### config.mk
export PLATFORM = sky130hd
export DESIGN_NAME = tid_norm
export DESIGN_NICKNAME = d
export VERILOG_FILES = /design/src/rtl/tid_pkg.sv /design/src/rtl/tid_norm.sv
export VERILOG_INCLUDE_DIRS = /design/src /design/src/rtl
export SDC_FILE = /design/constraint.sdc
export NUM_CORES = 2
export LEC_CHECK = 0
export ABC_AREA = 1
export BUFFER_PORTS_ARGS = -buffer_cell sky130_fd_sc_hd__buf_2
export CAP_MARGIN = 20
export CELL_PAD_IN_SITES_DETAIL_PLACEMENT = 1
export CELL_PAD_IN_SITES_GLOBAL_PLACEMENT = 2
export CORE_MARGIN = 3
export CORE_UTILIZATION = 25
export DETAILED_ROUTE_END_ITERATION = 7
export GPL_ROUTABILITY_DRIVEN = 0
export PLACE_DENSITY_LB_ADDON = 0.1
export SYNTH_ARGS = -nofsm -noshare
export SYNTH_HDL_FRONTEND = slang
export SYNTH_SLANG_ARGS = --single-unit
### constraint.sdc
create_clock -name clk -period 17.5 [get_ports clk]
set_input_delay 1.75 -clock clk [delete_from_list [all_inputs] [get_ports clk]]
set_output_delay 1.75 -clock clk [all_outputs]
set_load 0.03 [all_outputs]
### src/rtl/tap_impact_detector_assert.svh
// Assertion macros for the tap impact detector.
// Included by the RTL files that carry concurrent checks; ASSERT_OFF removes them.
`ifndef TAP_IMPACT_DETECTOR_ASSERT_SVH
`define TAP_IMPACT_DETECTOR_ASSERT_SVH
`ifndef ASSERT_OFF
`define TID_ASSERT(label, clk, rst, prop) \
  label: assert property (@(posedge clk) disable iff (rst) prop) \
    else $error("tap impact detector check failed");
`define TID_ASSERT_RST(label, clk, prop) \
  label: assert property (@(posedge clk) prop) \
    else $error("tap impact detector reset check failed");
`else
`define TID_ASSERT(label, clk, rst, prop)
`define TID_ASSERT_RST(label, clk, prop)
`endif
`endif

### src/rtl/tid_pkg.sv
// Shared constants and types of the tap impact detector.
// No dependencies; used by tid_lane, tid_norm and tap_impact_detector.
package tid_pkg;

  localparam int SAMPLE_BITS = 16;
  localparam int TIME_BITS   = 48;

  localparam int LIN_W  = SAMPLE_BITS + 1;   // gravity-removed value
  localparam int MAG_W  = SAMPLE_BITS;       // magnitude of a lane operand
  localparam int GRAV_W = SAMPLE_BITS + 9;   // gravity estimate, sample times 256
  localparam int SQ_W   = 2 * SAMPLE_BITS;   // square of a linear component
  localparam int INT_W  = 64;                // integrals
  localparam int DIR_W  = 16;                // normalized outputs
  localparam int T_LO   = TIME_BITS / 2;     // low half of elapsed time
  localparam int T_HI   = TIME_BITS - T_LO;

  // config register indexes
  localparam logic [1:0] REG_WEIGHT  = 2'd0;
  localparam logic [1:0] REG_THRESH  = 2'd1;
  localparam logic [1:0] REG_HOLDOFF = 2'd2;

  // per-step strobes from the sequencer to the axis lanes
  typedef struct packed {
    logic grav_en;   // update gravity estimate
    logic lin_en;    // form linear value and operand
    logic mul_lo;    // low partial product, square
    logic mul_hi;    // high partial product
    logic acc_en;    // saturating accumulate
    logic gyro;      // item is a gyroscope sample
    logic clear;     // clear both integrals
  } lane_ctrl_t;

endpackage

### src/rtl/tid_norm.sv
// Vector normalization to Q1.14: shift search, iterative square root, three dividers.
// Depends on tid_pkg and tap_impact_detector_assert.svh.
`include "tap_impact_detector_assert.svh"
module tid_norm (
  input  logic                             clk,
  input  logic                             rst,
  input  logic                             start,
  input  logic signed [tid_pkg::INT_W-1:0] vec [3],
  output logic                             busy,
  output logic signed [tid_pkg::DIR_W-1:0] dir [3]
);

  localparam logic [2:0] N_IDLE  = 3'd0;
  localparam logic [2:0] N_SHIFT = 3'd1;
  localparam logic [2:0] N_SQ    = 3'd2;
  localparam logic [2:0] N_SQRT  = 3'd3;
  localparam logic [2:0] N_PREP  = 3'd4;
  localparam logic [2:0] N_DIV   = 3'd5;

  logic [2:0]  state;
  logic [63:0] mag [3];
  logic [2:0]  neg;
  logic [1:0]  sq_idx;
  logic [4:0]  cnt;
  logic [63:0] acc, rx, root, bit_r;
  logic [31:0] rem [3];
  logic [14:0] nbits [3];
  logic [14:0] quo [3];

  logic        any_wide;
  logic [61:0] sq_prod;
  logic [63:0] trial;
  logic [32:0] r2 [3];
  logic [2:0]  ge;

  always_comb begin
    any_wide = (mag[0][63:31] != '0) || (mag[1][63:31] != '0) || (mag[2][63:31] != '0);
    sq_prod  = mag[sq_idx][30:0] * mag[sq_idx][30:0];
    trial    = root + bit_r;
    for (int i = 0; i < 3; i++) begin
      r2[i] = {rem[i], nbits[i][14]};
      ge[i] = r2[i] >= {1'b0, root[31:0]};
      dir[i] = neg[i] ? -$signed({1'b0, quo[i]}) : $signed({1'b0, quo[i]});
    end
  end

  assign busy = (state != N_IDLE);

  // control
  always_ff @(posedge clk) begin
    if (rst) begin
      state <= N_IDLE;
    end else begin
      case (state)
        N_IDLE:  if (start) state <= N_SHIFT;
        N_SHIFT: if (!any_wide) state <= N_SQ;
        N_SQ:    if (sq_idx == 2'd2) state <= N_SQRT;
        N_SQRT:  if (cnt == 5'd31) state <= N_PREP;
        N_PREP:  state <= (root == '0) ? N_IDLE : N_DIV;
        N_DIV:   if (cnt == 5'd14) state <= N_IDLE;
        default: state <= N_IDLE;
      endcase
    end
  end

  // datapath
  always_ff @(posedge clk) begin
    case (state)
      N_IDLE: begin
        if (start) begin
          for (int i = 0; i < 3; i++) begin
            neg[i] <= vec[i][63];
            mag[i] <= vec[i][63] ? 64'(0) - 64'(vec[i]) : 64'(vec[i]);
          end
        end
      end
      N_SHIFT: begin
        if (any_wide) begin
          for (int i = 0; i < 3; i++) mag[i] <= mag[i] >> 1;
        end
        sq_idx <= '0;
        acc    <= '0;
      end
      N_SQ: begin
        sq_idx <= sq_idx + 2'd1;
        acc    <= acc + 64'(sq_prod);
        rx     <= acc + 64'(sq_prod);
        root   <= '0;
        bit_r  <= 64'h4000_0000_0000_0000;
        cnt    <= '0;
      end
      N_SQRT: begin
        // one result bit per cycle
        if (rx >= trial) begin
          rx   <= rx - trial;
          root <= (root >> 1) + bit_r;
        end else begin
          root <= root >> 1;
        end
        bit_r <= bit_r >> 2;
        cnt   <= cnt + 5'd1;
      end
      N_PREP: begin
        cnt <= '0;
        for (int i = 0; i < 3; i++) begin
          quo[i]   <= '0;
          rem[i]   <= 32'(mag[i][30:1]);
          nbits[i] <= {mag[i][0], 14'd0};
        end
      end
      N_DIV: begin
        // restoring division, one quotient bit per cycle in each lane
        cnt <= cnt + 5'd1;
        for (int i = 0; i < 3; i++) begin
          rem[i]   <= ge[i] ? 32'(r2[i] - {1'b0, root[31:0]}) : r2[i][31:0];
          quo[i]   <= {quo[i][13:0], ge[i]};
          nbits[i] <= nbits[i] << 1;
        end
      end
      default: begin
        cnt <= cnt;
      end
    endcase
  end

  `TID_ASSERT(a_start_idle, clk, rst, start |-> state == N_IDLE)
  `TID_ASSERT(a_sq_narrow, clk, rst, state == N_SQ |-> !any_wide)
  `TID_ASSERT(a_div_nonzero, clk, rst, state == N_DIV |-> root != '0)

endmodule

==> results by group <==
Synthesis
  • Synthesized cell area: 0.0838 mm^2
  • Largest family of logic cells by synthesized area: simple AND/OR/NAND/NOR gates
  • Post-Syn Nets: 13600
  • Post-synthesis mux area share: 0
  • Post-synthesis cell count: 12096
  • Cell variety after synth: 56
  • Sequential area share after synthesis: 0.206
  • Average size of a mapped cell: 6.93 um^2
  • Yosys reg bits: 575
  • Post-synthesis compound-gate area fraction: 0.0672
  • Ys Warns: 0
  • Simple-Gate Fraction of Synth Area: 0.295
  • Post-Synth Adder-Cell Area: 0.268
  • Synth Area in XOR/XNOR: 0.0362

Worst setup path
  • Worst Path Buf+Inv: 11
  • Critical path launch point type: flop
  • Setup Crit Path Kind: reg -> reg
  • CP Max Fanout: 37
  • Critical Path End Type: flop
  • Slowest cell on crit path: dfxtp_1
  • Arrival @ worst endpoint: 11.05 ns
  • Crit-path leading delay family: adder cells
  • CP peak stage delay: 0.80 ns
  • WP data required: 18.19 ns

Place
  • Area post-placement: 0.0901 mm^2
  • Dpl hpwl: 344000 um
  • Port buffer count: 243

CTS
  • Clk_lat worst skew: 0.83 ns
  • Reg clk slew, reported paths: 0.06 ns
  • Cts hold-fix bufs: 0
  • Worst-case clock buffer depth: 4
  • Clock sink total: 575
  • Post-cts repair resize count: 0
  • Htree depth: 3
  • CTS Buf Count: 92
  • Post-CTS setup buffers: 0
  • TritonCTS clock tree: built
  • Clock root buffer master: clkbuf_16

Floorplanning
  • Row cnt: 211
  • Die ar.: 0.342 mm^2
  • # IOs: 244
  • Die Ht: 585 um
  • Core Region: 0.332 mm^2
  • Die X: 585 um
  • Initial Util: 0.252

Global routing
  • First-pass GRT wire length: 599000 um
  • Initial antenna violation count: 39
  • GRT overflow: 0
  • Pin count of the biggest net entering global routing: 162
  • Total GRT Usage: 0.239
  • Vias in the first global route: 84619

Timing
  • Worst-Margin Slew: 1.10 ns
  • Setup TNS Final: 0 ns
  • Final period util: 0.593
  • Clock skew: 0.0837 ns
  • RSZ-0062 raised after global routing: false
  • Max Transition Viols Final: 0
  • Finish-stage setup viols: 0
  • Fin Hold WS: 0.501 ns
  • Final Hold Fails: 0
  • Max_slew headroom: 0.267
  • Max Freq: 96.4 MHz
  • Min Tclk post-route: 10.37 ns

Cells and area
  • Nets: 13765
  • Layout cells sized above 1: 0.0459
  • Fillers: 41094
  • Area growth from synthesis to layout: 10.9%
  • Design area: 0.0929 mm^2

Route
  • Wire per inst: 24.6 um
  • TritonRoute pass-1 iters: 8
  • Detailed-route vias per instance: 4.71
  • Initial DRC Count: 5043
  • DRC Markers: 0
  • DRT Wirelength: 412000 um
  • Antenna viol nets, final: 0
  • Vias: 78746

Min path
  • Hold Crit Start: mag[2][0]
  • Hold Path Class: reg -> reg

Flow run
  • Maxcap violations: 0

Outcome
  • Outcome: finished clean
[final cells by class]
class | count | area, um^2 | area share
antenna | 19 | 47.5 | 0.000512
clock buffer | 111 | 2390 | 0.0258
clock inverter | 50 | 419 | 0.00451
sequential | 575 | 17200 | 0.185
inverter | 2529 | 9500 | 0.102
timing repair buffer | 348 | 2030 | 0.0218
multi-input combinational | 8715 | 55900 | 0.601
tap | 4366 | 5460 | 0.0588
[cell families after synthesis]
kind of cell,after synthesis
and+or+nand+nor,6025
buffers and inverters,2806
adders and majority gates,1309
AOI/OAI and AO/OA,1035
DFF,575
xor gates and xnor gates,346
[synthesized netlist by cell type, drive strengths merged]
cell | n | area (um^2)
o21a | 10 | 75.1
or2 | 18 | 113
or3 | 1 | 6.26
xor2 | 227 | 1990
a22oi | 1 | 7.51
nor4 | 17 | 106
a21boi | 3 | 22.5
ha | 505 | 6320
o21bai | 50 | 375
and3 | 10 | 62.6
dfxtp | 5 | 100
nor2b | 5 | 31.3
a21oi | 385 | 1950
clkinv | 9 | 33.8
nand3 | 708 | 3560
clkbuf | 125 | 469
nand4 | 159 | 995
nor3 | 119 | 606
o22ai | 8 | 50.1
xnor2 | 119 | 1040
nand2 | 3392 | 12800
a31oi | 8 | 50.1
a211oi | 3 | 22.5
nand2b | 1 | 6.26
buf | 152 | 836
edfxtp | 570 | 17100
o21ai | 494 | 2530
nor2 | 1482 | 5610
inv | 2520 | 9460
nand3b | 90 | 676
a31o | 4 | 35.0
o31ai | 4 | 30.0
nor3b | 3 | 32.5
o41ai | 1 | 8.76
and2 | 20 | 125
fa | 804 | 16100
o211ai | 43 | 323
a21o | 21 | 158
[cell usage in the layout (no fill, tap or decap), types with 6 or more instances in the layout]
| cell type | instances |
|---|---|
| nand2_1 | 3382 |
| inv_1 | 2499 |
| nor2_1 | 1468 |
| fa_1 | 804 |
| nand3_1 | 705 |
| edfxtp_1 | 570 |
| ha_1 | 503 |
| o21ai_0 | 428 |
| a21oi_1 | 382 |
| buf_2 | 243 |
| xor2_1 | 227 |
| nand4_1 | 159 |
| xnor2_1 | 119 |
| nor3_1 | 116 |
| buf_4 | 103 |
| clkbuf_16 | 93 |
| nand3b_1 | 90 |
| o21bai_1 | 50 |
| o211ai_1 | 43 |
| o21ai_1 | 43 |
| clkinv_1 | 33 |
| o21ai_2 | 21 |
| a21o_1 | 21 |
| and2_1 | 20 |
| diode_2 | 19 |
| clkbuf_1 | 18 |
| nor4_1 | 17 |
| or2_2 | 14 |
| inv_2 | 13 |
| nor2_2 | 12 |
| clkinv_2 | 12 |
| and3_1 | 10 |
| o21a_1 | 10 |
| a31oi_1 | 8 |
| o22ai_1 | 8 |
| nand2_4 | 6 |
| bufinv_16 | 6 |
[worst paths after layout]
kind	end	slack, ns	cells after the start
setup / recovery	rx[36]	7.13	31
hold reg to reg	nbits[0][41]	0.50	2
setup reg to reg	rx[36]	7.13	31
hold / removal	nbits[0][41]	0.50	2
[sequential cells by signal, indices dropped and copies added, names as in the netlist, named ones only]
signal	cells
mag	192
rem	96
acc	64
root	64
rx	64
quo	45
bit_r	32
cnt	5
nbits	3
neg	3
state	3
sq_idx	2
[metal layers]
layer,vias to the layer above,global-route usage,wire length [um]
met4,8,0.0453,8380
li1,37633,-,-
met5,-,0,47
met2,1429,0.390,188000
met3,301,0.0223,14900
met1,39375,0.342,201000
[per-stage QoR]
stage               cells  worst slack [ns]   util
detailed placement  16532              7.22  0.271
global route        16697              6.70  0.280
finish              16713              7.13  0.280
global placement    16532              7.24  0.271
floorplan           12096              1.33      -
CTS                 16693              7.16  0.280
[worst reg2reg max path: cells and delay by family (launching register included)]
family | cells | cell delay [ns]
fa+ha+maj | 9 | 4.50
flops | 1 | 0.80
xor+xnor | 1 | 0.39
simple gates | 7 | 1.31
compound gates | 3 | 1.11
buf+inv | 11 | 2.11
Power is not shown: default switching activity piles up to over one toggle a cycle in this logic, so the estimate is an artifact.
