--- src/rtl/tap_impact_detector_assert.svh ---
// Assertion macros for the tap impact detector.
// Included by the RTL files that carry concurrent checks; ASSERT_OFF removes them.
`ifndef TAP_IMPACT_DETECTOR_ASSERT_SVH
`define TAP_IMPACT_DETECTOR_ASSERT_SVH
`ifndef ASSERT_OFF
`define TID_ASSERT(label, clk, rst, prop) \
  label: assert property (@(posedge clk) disable iff (rst) prop) \
    else $error("tap impact detector check failed");
`define TID_ASSERT_RST(label, clk, prop) \
  label: assert property (@(posedge clk) prop) \
    else $error("tap impact detector reset check failed");
`else
`define TID_ASSERT(label, clk, rst, prop)
`define TID_ASSERT_RST(label, clk, prop)
`endif
`endif

--- src/rtl/tid_pkg.sv ---
// Shared constants and types of the tap impact detector.
// No dependencies; used by tid_lane, tid_norm and tap_impact_detector.
package tid_pkg;

  localparam int SAMPLE_BITS = 16;
  localparam int TIME_BITS   = 48;

  localparam int LIN_W  = SAMPLE_BITS + 1;   // gravity-removed value
  localparam int MAG_W  = SAMPLE_BITS;       // magnitude of a lane operand
  localparam int GRAV_W = SAMPLE_BITS + 9;   // gravity estimate, sample times 256
  localparam int SQ_W   = 2 * SAMPLE_BITS;   // square of a linear component
  localparam int INT_W  = 64;                // integrals
  localparam int DIR_W  = 16;                // normalized outputs
  localparam int T_LO   = TIME_BITS / 2;     // low half of elapsed time
  localparam int T_HI   = TIME_BITS - T_LO;

  // config register indexes
  localparam logic [1:0] REG_WEIGHT  = 2'd0;
  localparam logic [1:0] REG_THRESH  = 2'd1;
  localparam logic [1:0] REG_HOLDOFF = 2'd2;

  // per-step strobes from the sequencer to the axis lanes
  typedef struct packed {
    logic grav_en;   // update gravity estimate
    logic lin_en;    // form linear value and operand
    logic mul_lo;    // low partial product, square
    logic mul_hi;    // high partial product
    logic acc_en;    // saturating accumulate
    logic gyro;      // item is a gyroscope sample
    logic clear;     // clear both integrals
  } lane_ctrl_t;

endpackage

--- src/rtl/tid_lane.sv ---
// One axis lane: gravity average, linear value, elapsed-time product and integrals.
// Depends on tid_pkg.
module tid_lane (
  input  logic                                   clk,
  input  logic                                   rst,
  input  tid_pkg::lane_ctrl_t                    ctrl,
  input  logic [8:0]                             weight,
  input  logic signed [tid_pkg::SAMPLE_BITS-1:0] sample,
  input  logic [tid_pkg::TIME_BITS-1:0]          dt,
  output logic signed [tid_pkg::LIN_W-1:0]       lin,
  output logic [tid_pkg::SQ_W-1:0]               lin_sq,
  output logic signed [tid_pkg::INT_W-1:0]       accel_int,
  output logic signed [tid_pkg::INT_W-1:0]       rate_int
);

  localparam int MW = tid_pkg::GRAV_W + 10;
  localparam int PW = tid_pkg::MAG_W + tid_pkg::TIME_BITS;
  localparam int LW = tid_pkg::MAG_W + tid_pkg::T_LO;
  localparam int HW = tid_pkg::MAG_W + tid_pkg::T_HI;

  logic signed [tid_pkg::GRAV_W-1:0] gravity;
  logic [tid_pkg::MAG_W-1:0]         val_mag;
  logic                              val_neg;
  logic [LW-1:0]                     plo;
  logic [HW-1:0]                     phi;

  logic [8:0]                        wn;
  logic signed [MW-1:0]              prod_old, prod_new;
  logic signed [tid_pkg::SAMPLE_BITS+9:0] prod_s;
  logic signed [MW:0]                gsum;
  logic signed [tid_pkg::LIN_W-1:0]  lin_calc, op_val;
  logic [PW-1:0]                     pmag;
  logic                              p_big;
  logic signed [tid_pkg::INT_W-1:0]  term, base;
  logic signed [tid_pkg::INT_W:0]    sum;
  logic signed [tid_pkg::INT_W-1:0]  sat_sum;
  logic signed [2*tid_pkg::LIN_W-1:0] sq_full;

  // gravity average: floor((w*g + (256-w)*s*256) / 256)
  always_comb begin
    wn       = 9'd256 - weight;
    prod_old = MW'($signed({1'b0, weight}) * gravity);
    prod_s   = $signed({1'b0, wn}) * sample;
    prod_new = MW'(prod_s) <<< 8;
    gsum     = (MW+1)'(prod_old) + (MW+1)'(prod_new);
  end

  // linear value and multiplier operand
  always_comb begin
    lin_calc = tid_pkg::LIN_W'(sample) - gravity[tid_pkg::GRAV_W-1:8];
    op_val   = ctrl.gyro ? tid_pkg::LIN_W'(sample) : lin_calc;
  end

  // product magnitude, saturated to the signed 64-bit range
  always_comb begin
    pmag  = (PW'(phi) << tid_pkg::T_LO) + PW'(plo);
    p_big = 128'(pmag) > 128'(64'h7FFF_FFFF_FFFF_FFFF);
    if (p_big) begin
      term = val_neg ? $signed(64'h8000_0000_0000_0000) : $signed(64'h7FFF_FFFF_FFFF_FFFF);
    end else begin
      term = val_neg ? -$signed(64'(pmag)) : $signed(64'(pmag));
    end
    base = ctrl.gyro ? rate_int : accel_int;
    sum  = (tid_pkg::INT_W+1)'(base) + (tid_pkg::INT_W+1)'(term);
    if (sum[tid_pkg::INT_W] != sum[tid_pkg::INT_W-1]) begin
      sat_sum = sum[tid_pkg::INT_W] ? $signed(64'h8000_0000_0000_0000)
                                    : $signed(64'h7FFF_FFFF_FFFF_FFFF);
    end else begin
      sat_sum = sum[tid_pkg::INT_W-1:0];
    end
    sq_full = lin * lin;
  end

  // state registers
  always_ff @(posedge clk) begin
    if (rst) begin
      gravity   <= '0;
      accel_int <= '0;
      rate_int  <= '0;
    end else begin
      if (ctrl.grav_en && !ctrl.gyro) begin
        gravity <= tid_pkg::GRAV_W'(gsum >>> 8);
      end
      if (ctrl.clear) begin
        accel_int <= '0;
        rate_int  <= '0;
      end else if (ctrl.acc_en) begin
        if (ctrl.gyro) begin
          rate_int <= sat_sum;
        end else begin
          accel_int <= sat_sum;
        end
      end
    end
  end

  // datapath registers
  always_ff @(posedge clk) begin
    if (ctrl.lin_en) begin
      if (!ctrl.gyro) begin
        lin <= lin_calc;
      end
      val_neg <= op_val[tid_pkg::LIN_W-1];
      val_mag <= tid_pkg::MAG_W'(op_val[tid_pkg::LIN_W-1] ? -op_val : op_val);
    end
    if (ctrl.mul_lo) begin
      plo    <= val_mag * dt[tid_pkg::T_LO-1:0];
      lin_sq <= sq_full[tid_pkg::SQ_W-1:0];
    end
    if (ctrl.mul_hi) begin
      phi <= val_mag * dt[tid_pkg::TIME_BITS-1:tid_pkg::T_LO];
    end
  end

endmodule

--- config.mk ---
export PLATFORM = sky130hd
export DESIGN_NAME = tid_lane
export DESIGN_NICKNAME = d
export VERILOG_FILES = /design/src/rtl/tap_impact_detector_assert.svh /design/src/rtl/tid_pkg.sv /design/src/rtl/tid_lane.sv
export SDC_FILE = /design/constraint.sdc
export NUM_CORES = 2
export LEC_CHECK = 0
export ABC_AREA = 1
export BUFFER_PORTS_ARGS = -buffer_cell sky130_fd_sc_hd__buf_2
export CAP_MARGIN = 5
export CELL_PAD_IN_SITES_DETAIL_PLACEMENT = 1
export CELL_PAD_IN_SITES_GLOBAL_PLACEMENT = 1
export CORE_ASPECT_RATIO = 0.75
export CORE_MARGIN = 2
export CORE_UTILIZATION = 42
export DETAILED_ROUTE_END_ITERATION = 6
export PLACE_DENSITY = 0.83
export SLEW_MARGIN = 30
export SYNTH_ARGS = -nofsm -noshare
export SYNTH_HDL_FRONTEND = slang
export SYNTH_SLANG_ARGS = --single-unit
--- constraint.sdc ---
create_clock -name clk -period 21.3 [get_ports clk]
set_clock_uncertainty 0.1 [all_clocks]
set_input_delay 2.13 -clock clk [delete_from_list [all_inputs] [get_ports clk]]
set_output_delay 2.13 -clock clk [all_outputs]
set_load 0.1 [all_outputs]
==> results.md <==
- Result of the run: complete, no violations
- Buffer count from post-CTS setup fixing: 0
- Final GP Congestion: 0.974
- Leading cell type in the layout, fill and taps excluded: sky130_fd_sc_hd__inv_1
- Global routing usage summed across all routing layers: 29.1%
- Reg2Reg Launch Point: phi[0]$_DFFE_PP_
- # IOs: 259
- Launching element type of the critical path: primary input
- Quantity of gates resized following cts: 0
- Yosys top cell area share: 34.1%
- Most common cell type on the critical path: sky130_fd_sc_hd__inv_1
- Max Cap Viol: 0
- Cell taking the most area after synthesis: sky130_fd_sc_hd__fa_1
- Number of hold violations in the final report: 0
- Destination of the worst register-to-register timing path: accel_int[27]$_SDFFE_PP0P_
- Detailed placement HPWL: 202000 um
- Standard cell with the maximum stage delay on the critical path: sky130_fd_sc_hd__fa_1
- Depth of the most critical reg-to-reg path: 31
- Root Driver: sky130_fd_sc_hd__clkbuf_16
- Count of inserted antenna diode cells: 0
- Slew of the pin with the lowest slew margin: 1080 ps
- Ys async rst share: 0%
- Number of enable-type register cells in the synthesized netlist: 145
- Largest net degree at the start of global routing: 100
- Average wire per standard cell: 21.1 um
- Clock insertion delay at the later pin of the skew report: 620 ps
- # clock sinks: 298
- Maximum frequency from static timing analysis: 87.0 MHz
- Mapped Nets: 11200
- Worst Setup SP: weight[0]
- Number of DRC violations after detailed routing: 0
- Register-to-register setup slack: 13410 ps
- Starting DRC count in detailed routing: 4012
- Post-layout minimum cycle time: 11500 ps
- Via-per-instance ratio: 5.23
- Starting Density: 42.4%
- Clock tree from TritonCTS: built
- Crit path capture: gravity[24]$_SDFFE_PP0P_
- Setup repair after global routing missed its margin: false
- Count of mapped cells out of synthesis: 9377
- Number of buffers inserted during clock tree synthesis: 37
- Count of final max-slew check failures: 0
- Post-detailed-routing wire length: 245000 um
- Number of antenna-violating nets in the routed design: 0
- Yosys warnings: 0
- Part of the cycle the worst path needs: 54.0%
- Row count: 129
- Count of state elements after synthesis: 298
- Number of distinct library cells after synthesis: 63
- Path category of the worst min-delay check: flip-flop to flip-flop
- Placeable core area: 165000 um^2
- Largest fanout of any net on the critical path: 42
- Syn Std Cell Area: 70100 um^2
- WS Path Type: primary input to flip-flop
- CTS max path bufs: 3
- Post-Route Setup TNS: 0 ps
- Number of antenna violations at the first check in global routing: 11
- Top_reg_cell synth: sky130_fd_sc_hd__dfxtp_1
- Total vias in the final route: 60700
- Number of setup violations in the final report: 0
- Required @ worst endpoint: 21690 ps
- Number of H-tree levels: 2
- Largest cells by area after synthesis: sky130_fd_sc_hd__fa_1 34%, sky130_fd_sc_hd__inv_1 13%, sky130_fd_sc_hd__nand2_1 12%, sky130_fd_sc_hd__ha_1 9.5%, sky130_fd_sc_hd__edfxtp_1 6.2%
- Max transition margin: 27.5%
- Fraction of layout instances using a drive strength above 1: 5.23%
- Synth-to-Final Area Change: 5.98%
- Die boundary height: 358 um
- Worst endpoint data arrival time: 11890 ps
- Detailed-routing iteration count for the pre-antenna-repair pass: 5
- IO Port Bufs: 257
- Global-route wire length before repair: 386000 um
- Register area share after synthesis: 10.6%
- Clock-pin slew on the worst setup and hold paths: 60 ps
- Residual overflow from global routing: 0
- Die width: 476 um
- Category of the worst setup path capture point: flip-flop
- Commonest cells after routing, fill and taps aside: 2510 x sky130_fd_sc_hd__inv_1, 2257 x sky130_fd_sc_hd__nand2_1, 1193 x sky130_fd_sc_hd__fa_1, 532 x sky130_fd_sc_hd__ha_1, 449 x sky130_fd_sc_hd__nor2_1
- Hold-fix buffers, CTS: 0
- Delay of the slowest cell on the worst path: 550 ps
- Final-stage net count: 11200
- Die ar.: 170000 um^2
- Via count of the first global-routing pass: 67600
- Average instance area after synthesis: 7.48 um^2
## state kept, by name, summed over array words and instances (netlist names)
| name | flops |
|---|---|
| lin | 17 |
| val_neg | 1 |
| rate_int | 64 |
| lin_sq | 31 |
| gravity | 25 |
| plo | 40 |
| val_mag | 16 |
| accel_int | 64 |
| phi | 40 |
## area by class of cell
| cell class | count | area, um^2 |
|---|---|---|
| fill | 20800 | 91100 |
| inverter | 2528 | 9490 |
| clock inverter | 24 | 288 |
| timing repair buffer | 310 | 1770 |
| tap | 2227 | 2790 |
| multi-input combinational | 6170 | 51600 |
| sequential | 298 | 7420 |
| clock buffer | 42 | 986 |
## worst min path at each step
| stage | from | to | depth (start not counted) |
|---|---|---|---|
| after floorplan | lin[0]$_DFFE_PP_ | lin_sq[0]$_DFFE_PP_ | 0 |
| after global placement | accel_int[16]$_SDFFE_PP0P_ | accel_int[16]$_SDFFE_PP0P_ | 4 |
| after detailed placement | accel_int[36]$_SDFFE_PP0P_ | accel_int[36]$_SDFFE_PP0P_ | 4 |
| after CTS | accel_int[36]$_SDFFE_PP0P_ | accel_int[36]$_SDFFE_PP0P_ | 4 |
| after global routing | accel_int[62]$_SDFFE_PP0P_ | accel_int[62]$_SDFFE_PP0P_ | 4 |
| final | accel_int[60]$_SDFFE_PP0P_ | accel_int[60]$_SDFFE_PP0P_ | 4 |
## per-layer routing
metal | track usage [%] | vias to the layer above | share of wire (%)
met5 | 0 | - | 0.015
met4 | 7.58 | 6 | 2.7
met3 | 2.94 | 324 | 5.3
met2 | 49.7 | 1682 | 48
met1 | 39.5 | 31100 | 44
li1 | - | 27600 | -
## per-stage QoR
step                cells  setup slack (ps)  util, %  cell area (um^2)  hold slack [ps]
floorplan            9377             10790        -             70100              349
global placement    11500              9350     44.1             72900              438
detailed placement  11500              9250     44.1             73000              450
CTS                 11600              9860     44.9             74200              460
global route        11600              9200     44.9             74300              499
finish              11600              9800     44.9             74300              457
## cell usage after synthesis, types with 39 or more instances
cell                       count
sky130_fd_sc_hd__nand2_1    2258
sky130_fd_sc_hd__o21ai_0     359
sky130_fd_sc_hd__inv_1      2514
sky130_fd_sc_hd__fa_1       1193
sky130_fd_sc_hd__nand3_2      39
sky130_fd_sc_hd__nor3_1       42
sky130_fd_sc_hd__nand4_1      56
sky130_fd_sc_hd__ha_1        532
sky130_fd_sc_hd__a21oi_1     383
sky130_fd_sc_hd__nand3_1     265
sky130_fd_sc_hd__edfxtp_1    145
sky130_fd_sc_hd__xor2_1      203
sky130_fd_sc_hd__clkbuf_1    315
sky130_fd_sc_hd__dfxtp_1     153
sky130_fd_sc_hd__nor2_1      450
sky130_fd_sc_hd__xnor2_1     118
## worst max-delay path, delay by kind of cell
family | cells | cell delay (ps)
xor gates and xnor gates | 1 | 160
AOI/OAI and AO/OA | 5 | 1260
and+or+nand+nor | 13 | 1490
adders and majority gates | 11 | 5040
buffers and inverters | 16 | 1750
## logic make-up after synthesis
family | count (synthesis) | synth area share, %
DFF | 298 | 10.6
adders and majority gates | 1725 | 43.6
xor gates and xnor gates | 326 | 4.14
other | 1 | 0.00535
and+or+nand+nor | 3199 | 18.7
AOI/OAI and AO/OA | 919 | 7.15
buffers and inverters | 2909 | 15.9
Power is left out: the tool's default activity adds up to more than one toggle a clock period on the data nets, which glitch-free logic cannot reach.
